==> config.mk <==
export PLATFORM = sky130hd
export DESIGN_NAME = http_chunked_body_decoder_flat
export DESIGN_NICKNAME = d
export VERILOG_FILES = /design/src/hw/rtl/chkd_pkg.sv /design/src/hw/rtl/chkd_in_if.sv /design/src/hw/rtl/chkd_out_if.sv /design/src/hw/rtl/chkd_core.sv /design/src/hw/rtl/http_chunked_body_decoder.sv /design/src/flat_wrapper.sv
export SDC_FILE = /design/constraint.sdc
export NUM_CORES = 1
export LEC_CHECK = 0
export BUFFER_PORTS_ARGS = -buffer_cell sky130_fd_sc_hd__buf_2
export CORE_MARGIN = 4
export CORE_UTILIZATION = 60
export CTS_CLUSTER_SIZE = 14
export DETAILED_ROUTE_END_ITERATION = 7
export PLACE_DENSITY = 0.8
export SYNTH_ARGS = -nofsm -noshare
export SYNTH_HDL_FRONTEND = slang
export SYNTH_SLANG_ARGS = --single-unit
==> constraint.sdc <==
create_clock -name i_clk -period 3.12 [get_ports i_clk]
set_clock_uncertainty 0.2 [all_clocks]
set_input_delay 0.156 -clock i_clk [delete_from_list [all_inputs] [get_ports i_clk]]
set_output_delay 0.156 -clock i_clk [all_outputs]
set_load 0.02 [all_outputs]
==> src/hw/rtl/chkd_pkg.sv <==
// shared constants, types and helpers for the chunked body decoder
package chkd_pkg;

    localparam int SIZE_BITS = 32;
    localparam int HEX_BITS  = 4;

    localparam logic [7:0] BYTE_CR = 8'h0D;
    localparam logic [7:0] BYTE_LF = 8'h0A;

    typedef enum logic [1:0] {
        ERR_NONE     = 2'd0,
        ERR_OVERFLOW = 2'd1,
        ERR_FRAMING  = 2'd2
    } t_err;

    // one decoded result per input byte
    typedef struct packed {
        logic [7:0] out_byte;
        logic       data_valid;
        logic       body_done;
        t_err       error_code;
    } t_chkd_res;

    // hex digit decode: valid flag and nibble value
    typedef struct packed {
        logic                is_hex;
        logic [HEX_BITS-1:0] value;
    } t_hex;

    function automatic t_hex hex_decode(input logic [7:0] b);
        t_hex r;
        r.is_hex = 1'b1;
        r.value  = '0;
        if (b >= 8'h30 && b <= 8'h39) begin
            r.value = HEX_BITS'(b - 8'h30);
        end else if (b >= 8'h61 && b <= 8'h66) begin
            r.value = HEX_BITS'(b - 8'h57);
        end else if (b >= 8'h41 && b <= 8'h46) begin
            r.value = HEX_BITS'(b - 8'h37);
        end else begin
            r.is_hex = 1'b0;
        end
        return r;
    endfunction

endpackage

==> src/hw/rtl/chkd_in_if.sv <==
// input channel: raw body bytes
interface chkd_in_if import chkd_pkg::*; ();
    logic       valid;
    logic       ready;
    logic [7:0] in_byte;

    modport source (output valid, output in_byte, input ready);
    modport sink   (input valid, input in_byte, output ready);
endinterface

==> src/hw/rtl/chkd_out_if.sv <==
// output channel: decoded result per byte
interface chkd_out_if import chkd_pkg::*; ();
    logic       valid;
    logic       ready;
    logic [7:0] out_byte;
    logic       data_valid;
    logic       body_done;
    logic [1:0] error_code;

    modport source (output valid, output out_byte, output data_valid, output body_done,
                    output error_code, input ready);
    modport sink   (input valid, input out_byte, input data_valid, input body_done,
                    input error_code, output ready);
endinterface

==> src/hw/rtl/chkd_core.sv <==
// framing state and per-byte decode logic
module chkd_core import chkd_pkg::*; (
    input  logic      i_clk,
    input  logic      i_rst_n,
    input  logic      i_take,
    input  logic [7:0] i_byte,
    output t_chkd_res o_res
);

    typedef enum logic [2:0] {
        PH_SIZE,
        PH_EXT,
        PH_SIZE_LF,
        PH_DATA,
        PH_DATA_CR,
        PH_DATA_LF,
        PH_DONE
    } t_phase;

    t_phase               r_phase, n_phase;
    logic [SIZE_BITS-1:0] r_remaining, n_remaining;
    t_err                 r_err, n_err;
    t_hex                 hex;
    logic                 is_cr, is_lf;

    assign hex   = hex_decode(i_byte);
    assign is_cr = (i_byte == BYTE_CR);
    assign is_lf = (i_byte == BYTE_LF);

    always_comb begin
        n_phase     = r_phase;
        n_remaining = r_remaining;
        n_err       = r_err;
        o_res.out_byte   = '0;
        o_res.data_valid = 1'b0;
        if (r_err == ERR_NONE) begin
            unique case (r_phase)
                PH_SIZE: begin
                    if (hex.is_hex) begin
                        if (r_remaining[SIZE_BITS-1 -: HEX_BITS] != '0) begin
                            n_err = ERR_OVERFLOW;
                        end else begin
                            n_remaining = {r_remaining[SIZE_BITS-HEX_BITS-1:0], hex.value};
                        end
                    end else if (is_cr) begin
                        n_phase = PH_SIZE_LF;
                    end else if (is_lf) begin
                        n_err = ERR_FRAMING;
                    end else begin
                        n_phase = PH_EXT;
                    end
                end
                PH_EXT: begin
                    if (is_cr) begin
                        n_phase = PH_SIZE_LF;
                    end else if (is_lf) begin
                        n_err = ERR_FRAMING;
                    end
                end
                PH_SIZE_LF: begin
                    if (!is_lf) begin
                        n_err = ERR_FRAMING;
                    end else if (r_remaining == '0) begin
                        n_phase = PH_DONE;
                    end else begin
                        n_phase = PH_DATA;
                    end
                end
                PH_DATA: begin
                    o_res.out_byte   = i_byte;
                    o_res.data_valid = 1'b1;
                    n_remaining      = r_remaining - SIZE_BITS'(1);
                    if (r_remaining == SIZE_BITS'(1)) begin
                        n_phase = PH_DATA_CR;
                    end
                end
                PH_DATA_CR: begin
                    if (is_cr) begin
                        n_phase = PH_DATA_LF;
                    end else begin
                        n_err = ERR_FRAMING;
                    end
                end
                PH_DATA_LF: begin
                    if (is_lf) begin
                        n_phase     = PH_SIZE;
                        n_remaining = '0;
                    end else begin
                        n_err = ERR_FRAMING;
                    end
                end
                PH_DONE: begin
                end
                default: begin
                end
            endcase
        end
        o_res.error_code = n_err;
        o_res.body_done  = (n_err == ERR_NONE) && (n_phase == PH_DONE);
    end

    always_ff @(posedge i_clk) begin
        if (!i_rst_n) begin
            r_phase     <= PH_SIZE;
            r_remaining <= '0;
            r_err       <= ERR_NONE;
        end else if (i_take) begin
            r_phase     <= n_phase;
            r_remaining <= n_remaining;
            r_err       <= n_err;
        end
    end

endmodule

==> src/hw/rtl/http_chunked_body_decoder.sv <==
// top level of the chunked body decoder: handshake and result register
//
// channel   dir  payload                                     transfer when
// i_in      in   in_byte[7:0]                                valid && ready
// o_out     out  out_byte[7:0] data_valid body_done          valid && ready
//                error_code[1:0]
//
// one byte per cycle while the output is taken; each accepted byte yields exactly one result
// the result is registered, so it appears in the cycle after the byte transfer
// framing state lives in chkd_core and advances only on an input transfer
// reset (synchronous, active low) returns to the size-line phase with no error
// while a result waits unread the input still takes a byte if the result is
// taken in the same cycle; otherwise i_in.ready drops until it is
module http_chunked_body_decoder import chkd_pkg::*; (
    input  logic       i_clk,
    input  logic       i_rst_n,
    chkd_in_if.sink    i_in,
    chkd_out_if.source o_out
);

    logic      take;
    t_chkd_res step_res;
    t_chkd_res r_res;
    logic      r_out_valid;

    // free slot when the output register is empty or drains this cycle
    assign i_in.ready = !r_out_valid || o_out.ready;
    assign take       = i_in.valid && i_in.ready;

    chkd_core u_core (
        .i_clk   (i_clk),
        .i_rst_n (i_rst_n),
        .i_take  (take),
        .i_byte  (i_in.in_byte),
        .o_res   (step_res)
    );

    // output valid flag
    always_ff @(posedge i_clk) begin
        if (!i_rst_n) begin
            r_out_valid <= 1'b0;
        end else if (i_in.ready) begin
            r_out_valid <= take;
        end
    end

    // result payload, no reset needed
    always_ff @(posedge i_clk) begin
        if (take) begin
            r_res <= step_res;
        end
    end

    assign o_out.valid      = r_out_valid;
    assign o_out.out_byte   = r_res.out_byte;
    assign o_out.data_valid = r_res.data_valid;
    assign o_out.body_done  = r_res.body_done;
    assign o_out.error_code = r_res.error_code;

endmodule

==> src/flat_wrapper.sv <==
// flat-port wrapper written by rule: the top's interface ports become plain ports
module http_chunked_body_decoder_flat import chkd_pkg::*;
  (i_clk, i_rst_n, i_in_valid, i_in_in_byte, i_in_ready, o_out_valid, o_out_out_byte, o_out_data_valid, o_out_body_done, o_out_error_code, o_out_ready);
  chkd_in_if i_in_i ();
  chkd_out_if o_out_i ();
  input  logic i_clk;
  input  logic i_rst_n;
  input wire logic [$bits(i_in_i.valid)-1:0] i_in_valid;
  input wire logic [$bits(i_in_i.in_byte)-1:0] i_in_in_byte;
  output wire logic [$bits(i_in_i.ready)-1:0] i_in_ready;
  output wire logic [$bits(o_out_i.valid)-1:0] o_out_valid;
  output wire logic [$bits(o_out_i.out_byte)-1:0] o_out_out_byte;
  output wire logic [$bits(o_out_i.data_valid)-1:0] o_out_data_valid;
  output wire logic [$bits(o_out_i.body_done)-1:0] o_out_body_done;
  output wire logic [$bits(o_out_i.error_code)-1:0] o_out_error_code;
  input wire logic [$bits(o_out_i.ready)-1:0] o_out_ready;
  assign i_in_i.valid = i_in_valid;
  assign i_in_i.in_byte = i_in_in_byte;
  assign i_in_ready = i_in_i.ready;
  assign o_out_valid = o_out_i.valid;
  assign o_out_out_byte = o_out_i.out_byte;
  assign o_out_data_valid = o_out_i.data_valid;
  assign o_out_body_done = o_out_i.body_done;
  assign o_out_error_code = o_out_i.error_code;
  assign o_out_i.ready = o_out_ready;
  http_chunked_body_decoder u_core (.i_clk(i_clk), .i_rst_n(i_rst_n), .i_in(i_in_i), .o_out(o_out_i));
endmodule
==> impl_metrics.csv, run 1 <==
group,metric,value,unit
floorplan,io_pins,26,
finish,nNetsFinal,454,
critical_path,arrival,2790,ps
place,dp_slack,466,ps
timing,min_period,2800,ps
critical_path,r2r_end,"u_core.u_core.r_remaining[30]",
route,drc_errors,0,
clock_network,cts_max_level,2,
route,viasPerCell,6.99,
route,via_count,3551,
timing,fin_crit_sh,89.8,%
finish,insertedDiodeCount,0,
clock_network,cts_buffers,5,
critical_path,path_class,"in2reg",
critical_path,critPathCaptureType,"flip-flop",
floorplan,dieArea,6980,sq um
global_routing,grt_overflow,0,
run_status,status,"completed",
critical_path,r2r_slack,510,ps
clock_network,cts_tree,"yes",
floorplan,die_w,83.6,microns
global_routing,grt_pass1_wl,16100,microns
critical_path,critPathMaxFanout,14,
logic_synthesis,ys.flop_type,"dfxtp_1",
clock_network,path_clk_slew,100,ps
logic_synthesis,yosysMostFrequentCell,"dfxtp_1",
place,placedCellCount,496,
clock_network,clkLatencyLatePin,320,ps
pwr,power_density,418,nW/um^2
floorplan,die_height,83.6,microns
logic_synthesis,synth.avg_cell_area,8.26,sq um
clock_network,clock-root-buffer,"clkbuf_8",
floorplan,core_area,5510,sq um
logic_synthesis,synth_common_cells,"dfxtp_1 (38), nand2_1 (36), a21oi_1 (31), nor2_1 (24), clkbuf_1 (21)",
timing,tightest_slew,767,ps
global_routing,antenna_found_initial,0,
floorplan,start_util,62.2,%
clock_network,cts_setup_buffers,0,
route,drtIter0Drc,327,
timing,fmaxAchievable,357,MHz
finish,stdcell_count,508,
logic_synthesis,yosysWarningCount,0,
global_routing,track_usage,27.3,%
place,portBuffers,25,
place,gp_congestion,0.902,
pwr,vdd_drop_max,0.289,mV
critical_path,start_kind,"input port",
logic_synthesis,synth.largest_area_cell,"dfxtp_1",
logic_synthesis,ys_seq_area_share,32.7,%
critical_path,ff2ff_path_depth,8,
worst_hold_path,hp-class,"in2reg",
timing,rsz0062_at_grt,"false",
route,wl_per_cell,19.1,microns
critical_path,crit_required,3100,ps
global_routing,first_global_vias,3351,
timing,finalWorstSetupSlack,317,ps
timing,slew_violations,0,
logic_synthesis,postSynthCellCount,415,
logic_synthesis,synth_cell_type_count,71,
logic_synthesis,synth_edf_count,12,
timing,fin_setup_tns,0,ps
critical_path,endpoint,"u_core.u_core.r_remaining[9]",
timing,finalSetupViolations,0,
floorplan,fp-row-count,27,
logic_synthesis,yosysTopAreaCellShare,22.2,%
clock_network,cts_resized,0,
critical_path,r2r_start,"u_core.u_core.r_remaining[1]",
timing,hold_viol,0,
finish,area.growth.synth_to_final,11.0,%
clock_network,clock-sinks,50,
global_routing,grt_start_max_net_pins,30,
place,dp_hpwl,6550,microns
finish,layout-drive-gt1-share,16.3,%
route,routed_wl,9700,microns
logic_synthesis,syn_nets,434,
critical_path,startpoint,"i_in_in_byte[7]",
route,postRouteAntennaNets,0,
pwr,p_leak,1.50,nW
flow_run,cap_violations,0,
clock_network,clk_path_buf_depth,2,
logic_synthesis,async_reset_ff_share,0,%
timing,slew-limit-headroom,48.8,%
logic_synthesis,synth_area_leaders,"dfxtp_1 (22%), edfxtp_1 (11%), a21oi_1 (4.5%)",
route,dr.pass1.iters,5,
logic_synthesis,yosys_register_bits,50,
logic_synthesis,netlist_area,3430,sq um
## state kept, by name (all words and copies together), names as in the netlist
register	flops
u_core.u_core.r_remaining	32
u_core.o_out.out_byte	8
u_core.u_core.r_phase	3
u_core.o_out.error_code	2
u_core.u_core.r_err	2
u_core.o_out.body_done	1
u_core.o_out.data_valid	1
u_core.o_out.valid	1
## cell usage in the layout (no fill, tap or decap), drive strengths merged, types with 4 or more instances in the layout
cell | Yosys | routed
a211oi | 10 | 10
a21oi | 34 | 34
a22oi | 7 | 7
a31o | 4 | 4
a31oi | 9 | 9
a32o | 5 | 5
and3 | 13 | 13
buf | 11 | 41
clkbuf | 21 | 6
dfxtp | 38 | 38
dlygate4sd3 | 0 | 4
edfxtp | 12 | 12
ha | 7 | 7
inv | 9 | 9
nand2 | 37 | 37
nand2b | 5 | 5
nand3 | 19 | 19
nand4 | 5 | 5
nor2 | 28 | 28
nor2b | 5 | 5
nor3 | 14 | 14
nor4 | 12 | 12
o21ai | 12 | 12
o311ai | 5 | 5
o31ai | 19 | 19
o32ai | 4 | 4
or4 | 4 | 4
xnor2 | 5 | 5
xor2 | 5 | 5
## power breakdown
part           internal (mW)  total (mW)  switching [mW]
logic                  0.125       0.364           0.239
registers              0.682       0.699          0.0166
clock network          0.289       0.527           0.238
## worst min-delay path by stage
| stage | from | to | slack, ps | cells after the start |
|---|---|---|---|---|
| floorplan | i_in_valid | u_core.o_out.valid | 90 | 2 |
| global placement | i_in_valid | u_core.o_out.valid | 200 | 3 |
| detailed placement | i_in_valid | u_core.o_out.valid | 210 | 3 |
| CTS | i_in_in_byte[4] | u_core.o_out.out_byte[4] | 4 | 2 |
| global route | i_in_in_byte[5] | u_core.o_out.out_byte[5] | 30 | 2 |
| finish | i_in_in_byte[4] | u_core.o_out.out_byte[4] | 10 | 2 |
## stage by stage
| stage | util, % | hold WS (ps) | cell area, sq um | power (mW) |
|---|---|---|---|---|
| final | 69.1 | 12.7 | 3800 | 1.59 |
| after global routing | 69.1 | 30.6 | 3800 | 1.65 |
| after CTS | 69.1 | 4.29 | 3800 | 1.59 |
| after detailed placement | 65.9 | 206 | 3630 | 1.06 |
| after global placement | 65.9 | 203 | 3630 | 1.06 |
| after floorplan | - | 85.5 | 3430 | 0.968 |
## worst max-delay path, stage by stage
cell,delay [ps]
dlygate4sd3_1,530
buf_2,140
or4b_1,520
a21oi_2,220
a21oi_2,120
o21a_1,430
buf_4,280
o311ai_1,280
o31ai_1,110
## area by class of cell
class	instances	area [sq um]
Clock buffer	6	93.8
Multi-Input combinational cell	324	2140
Fill cell	454	1700
Inverter	9	33.8
Clock inverter	2	38.8
Sequential cell	50	1120
Timing Repair Buffer	45	285
Tap cell	72	90.1
## cell families after synthesis
| logic type | count (synthesis) | synth area share, % |
|---|---|---|
| muxes | 1 | 0.292 |
| and+or+nand+nor | 162 | 26.1 |
| AOI/OAI and AO/OA | 144 | 30.7 |
| buffers and inverters | 41 | 5.04 |
| DFF | 50 | 32.7 |
| xor gates and xnor gates | 10 | 2.56 |
| adders and majority gates | 7 | 2.56 |
## metal layers
layer	track usage, %	vias up	part of all wire [%]
met5	0	-	0
met4	11.4	0	2.2
met2	45.5	214	49
met3	4.24	25	8.4
met1	35.1	1661	41
li1	-	1651	-
## repair_timing
item,in CTS,in global routing
hold endpoints to repair,3,0
setup endpoints to repair,0,0
hold buffers,4,0
No activity file was read; power rests on OpenSTA's default activity.
==> run 2: changes to the inputs <==
- HOLD_SLACK_MARGIN: not set -> 0.02
==> run 2 against run 1 <==
First-iteration DRC count rose by 12%; critical endpoint is now u_core.u_core.r_remaining[25]; clock power barely moved; die area is the same; sequential share of layout area down 0.15 points; utilization is 0.36 points higher; highest routed layer unchanged; count of clock-buffer cells in the layout stayed put; maximum frequency fell by 3.4%; non-clock buffer count rose by 2.
==> impl_metrics.csv, run 2 (synthesis results as in run 1) <==
group,metric,value,unit
route,top_layer_used,"met4",
place,dp_hpwl,6550,microns
finish,insertedDiodeCount,0,
floorplan,io_pins,26,
critical_path,path_class,"in2reg",
route,routed_wl,9640,microns
pwr,power_density,417,nW/um^2
route,dr.pass1.iters,5,
finish,nNetsFinal,456,
worst_hold_path,hp-class,"in2reg",
timing,rsz0062_at_grt,"false",
critical_path,crit_chain,"dlygate4sd3_1 > buf_2 > inv_1 > ha_1 > or3b_2 > nand3_1 > o21a_1 > nor2_2 > a31o_2",
place,placed_cell_area,3630,sq um
global_routing,grt_overflow,0,
critical_path,crit_required,3130,ps
timing,finalSetupViolations,0,
finish,max_flop_register,"u_core.u_core.r_remaining",
global_routing,antenna_found_initial,0,
clock_network,cts_setup_buffers,0,
timing,slew_violations,0,
route,viasPerCell,7.00,
place,portBuffers,25,
finish,layout_commonest_cell,"dfxtp_1",
route,routed-wl-met3,882,microns
place,gp_congestion,0.902,
critical_path,max_stage_delay,550,ps
pwr,p_leak,1.50,nW
clock_network,cts_tree,"yes",
critical_path,start_kind,"input port",
timing,fin_setup_tns,0,ps
route,drtIter0Drc,365,
timing,slew-limit-headroom,49.9,%
finish,multi_input_area,2140,sq um
clock_network,clkLatencyLatePin,320,ps
floorplan,core_area,5510,sq um
route,via_count,3568,
timing,fmaxAchievable,345,MHz
pwr,vdd_drop_max,0.289,mV
finish,area.growth.synth_to_final,11.5,%
route,wl_met2,4680,microns
timing,hold_viol,0,
critical_path,crit_path_top_delay_cell,"o21a_1",
finish,final.fill_count,452,
clock_network,clock-root-buffer,"clkbuf_8",
place,placedCellCount,496,
finish,fin_area,3820,sq um
flow_run,cap_violations,0,
route,wl_per_cell,18.9,microns
critical_path,critPathCaptureType,"flip-flop",
floorplan,fp-row-count,27,
floorplan,die_height,83.6,microns
route,drc_errors,0,
critical_path,arrival,2920,ps
clock_network,clock-sinks,50,
floorplan,start_util,62.2,%
route,met1Wirelength,3870,microns
clock_network,clk_path_buf_depth,2,
global_routing,grt_pass1_wl,16100,microns
global_routing,track_usage,27.3,%
timing,whs,23.5,ps
finish,largest_reg_flops,32,
floorplan,die_w,83.6,microns
route,postRouteAntennaNets,0,
global_routing,grt_start_max_net_pins,30,
finish,stdcell_count,510,
clock_network,path_clk_slew,100,ps
finish,seq_area,1120,sq um
critical_path,critPathMaxFanout,14,
run_status,status,"completed",
clock_network,cts_max_level,2,
clock_network,cts_buffers,5,
timing,tightest_slew,750,ps
finish,layout-drive-gt1-share,16.2,%
timing,min_period,2900,ps
pwr,total_power,1.59,mW
global_routing,first_global_vias,3357,
floorplan,dieArea,6980,sq um
timing,fin_crit_sh,93.0,%
finish,final_cell_mix,"dfxtp_1 (38), nand2_1 (36), a21oi_1 (31)",
[run 2: changes by cell type in the layout (fill, tap and decap cells not counted), sizes merged]
cell / change
dlygate4sd3: +2
[run 2: metal layers]
| layer | vias up | global-route usage (%) |
|---|---|---|
| met5 | - | 0 |
| met4 | 0 | 11.8 |
| met3 | 29 | 4.44 |
| met2 | 217 | 45.5 |
| met1 | 1658 | 34.9 |
| li1 | 1664 | - |
[run 2: power breakdown]
part / internal [mW] / total, mW / switching (mW)
sequential: 0.682 / 0.699 / 0.0168
clock: 0.289 / 0.528 / 0.239
combinational: 0.126 / 0.365 / 0.238
total: 1.10 / 1.59 / 0.494
[run 2: per-stage QoR]
step / setup slack (ps) / util, %
6_report: 217 / 69.4
5_1_grt: 115 / 69.4
4_1_cts: 281 / 69.4
3_5_place_dp: 466 / 65.9
3_3_place_gp: 517 / 65.9
2_1_floorplan: 672 / -
[run 2: layout make-up]
cell class,count,share of cell area (%)
multi-input cells,324,56.0
inverters,9,0.884
clock inverters,2,1.01
repair buffers,47,7.99
clock buffers,6,2.45
flip-flops and latches,50,29.3
well taps,72,2.36
[run 2: final timing paths]
kind,from,endpoint,slack [ps],depth (start not counted)
setup / recovery,i_in_in_byte[1],u_core.u_core.r_remaining[25],220,9
hold / removal,i_in_in_byte[5],u_core.o_out.out_byte[5],20,2
setup reg to reg,u_core.u_core.r_remaining[1],u_core.u_core.r_remaining[30],500,8
hold reg to reg,u_core.u_core.r_remaining[16],u_core.u_core.r_remaining[16],300,2
[run 2: critical path: cells and delay by family]
kind,cells,cell delay [ps]
buffers and inverters,3,740
and+or+nand+nor,3,950
adders and majority gates,1,230
AOI/OAI and AO/OA,2,840
[run 2: repair_timing]
item | in CTS | in global routing
hold buffers | 6 | 0
resized for setup | 0 | 0
endpoints found under the hold margin | 5 | 0
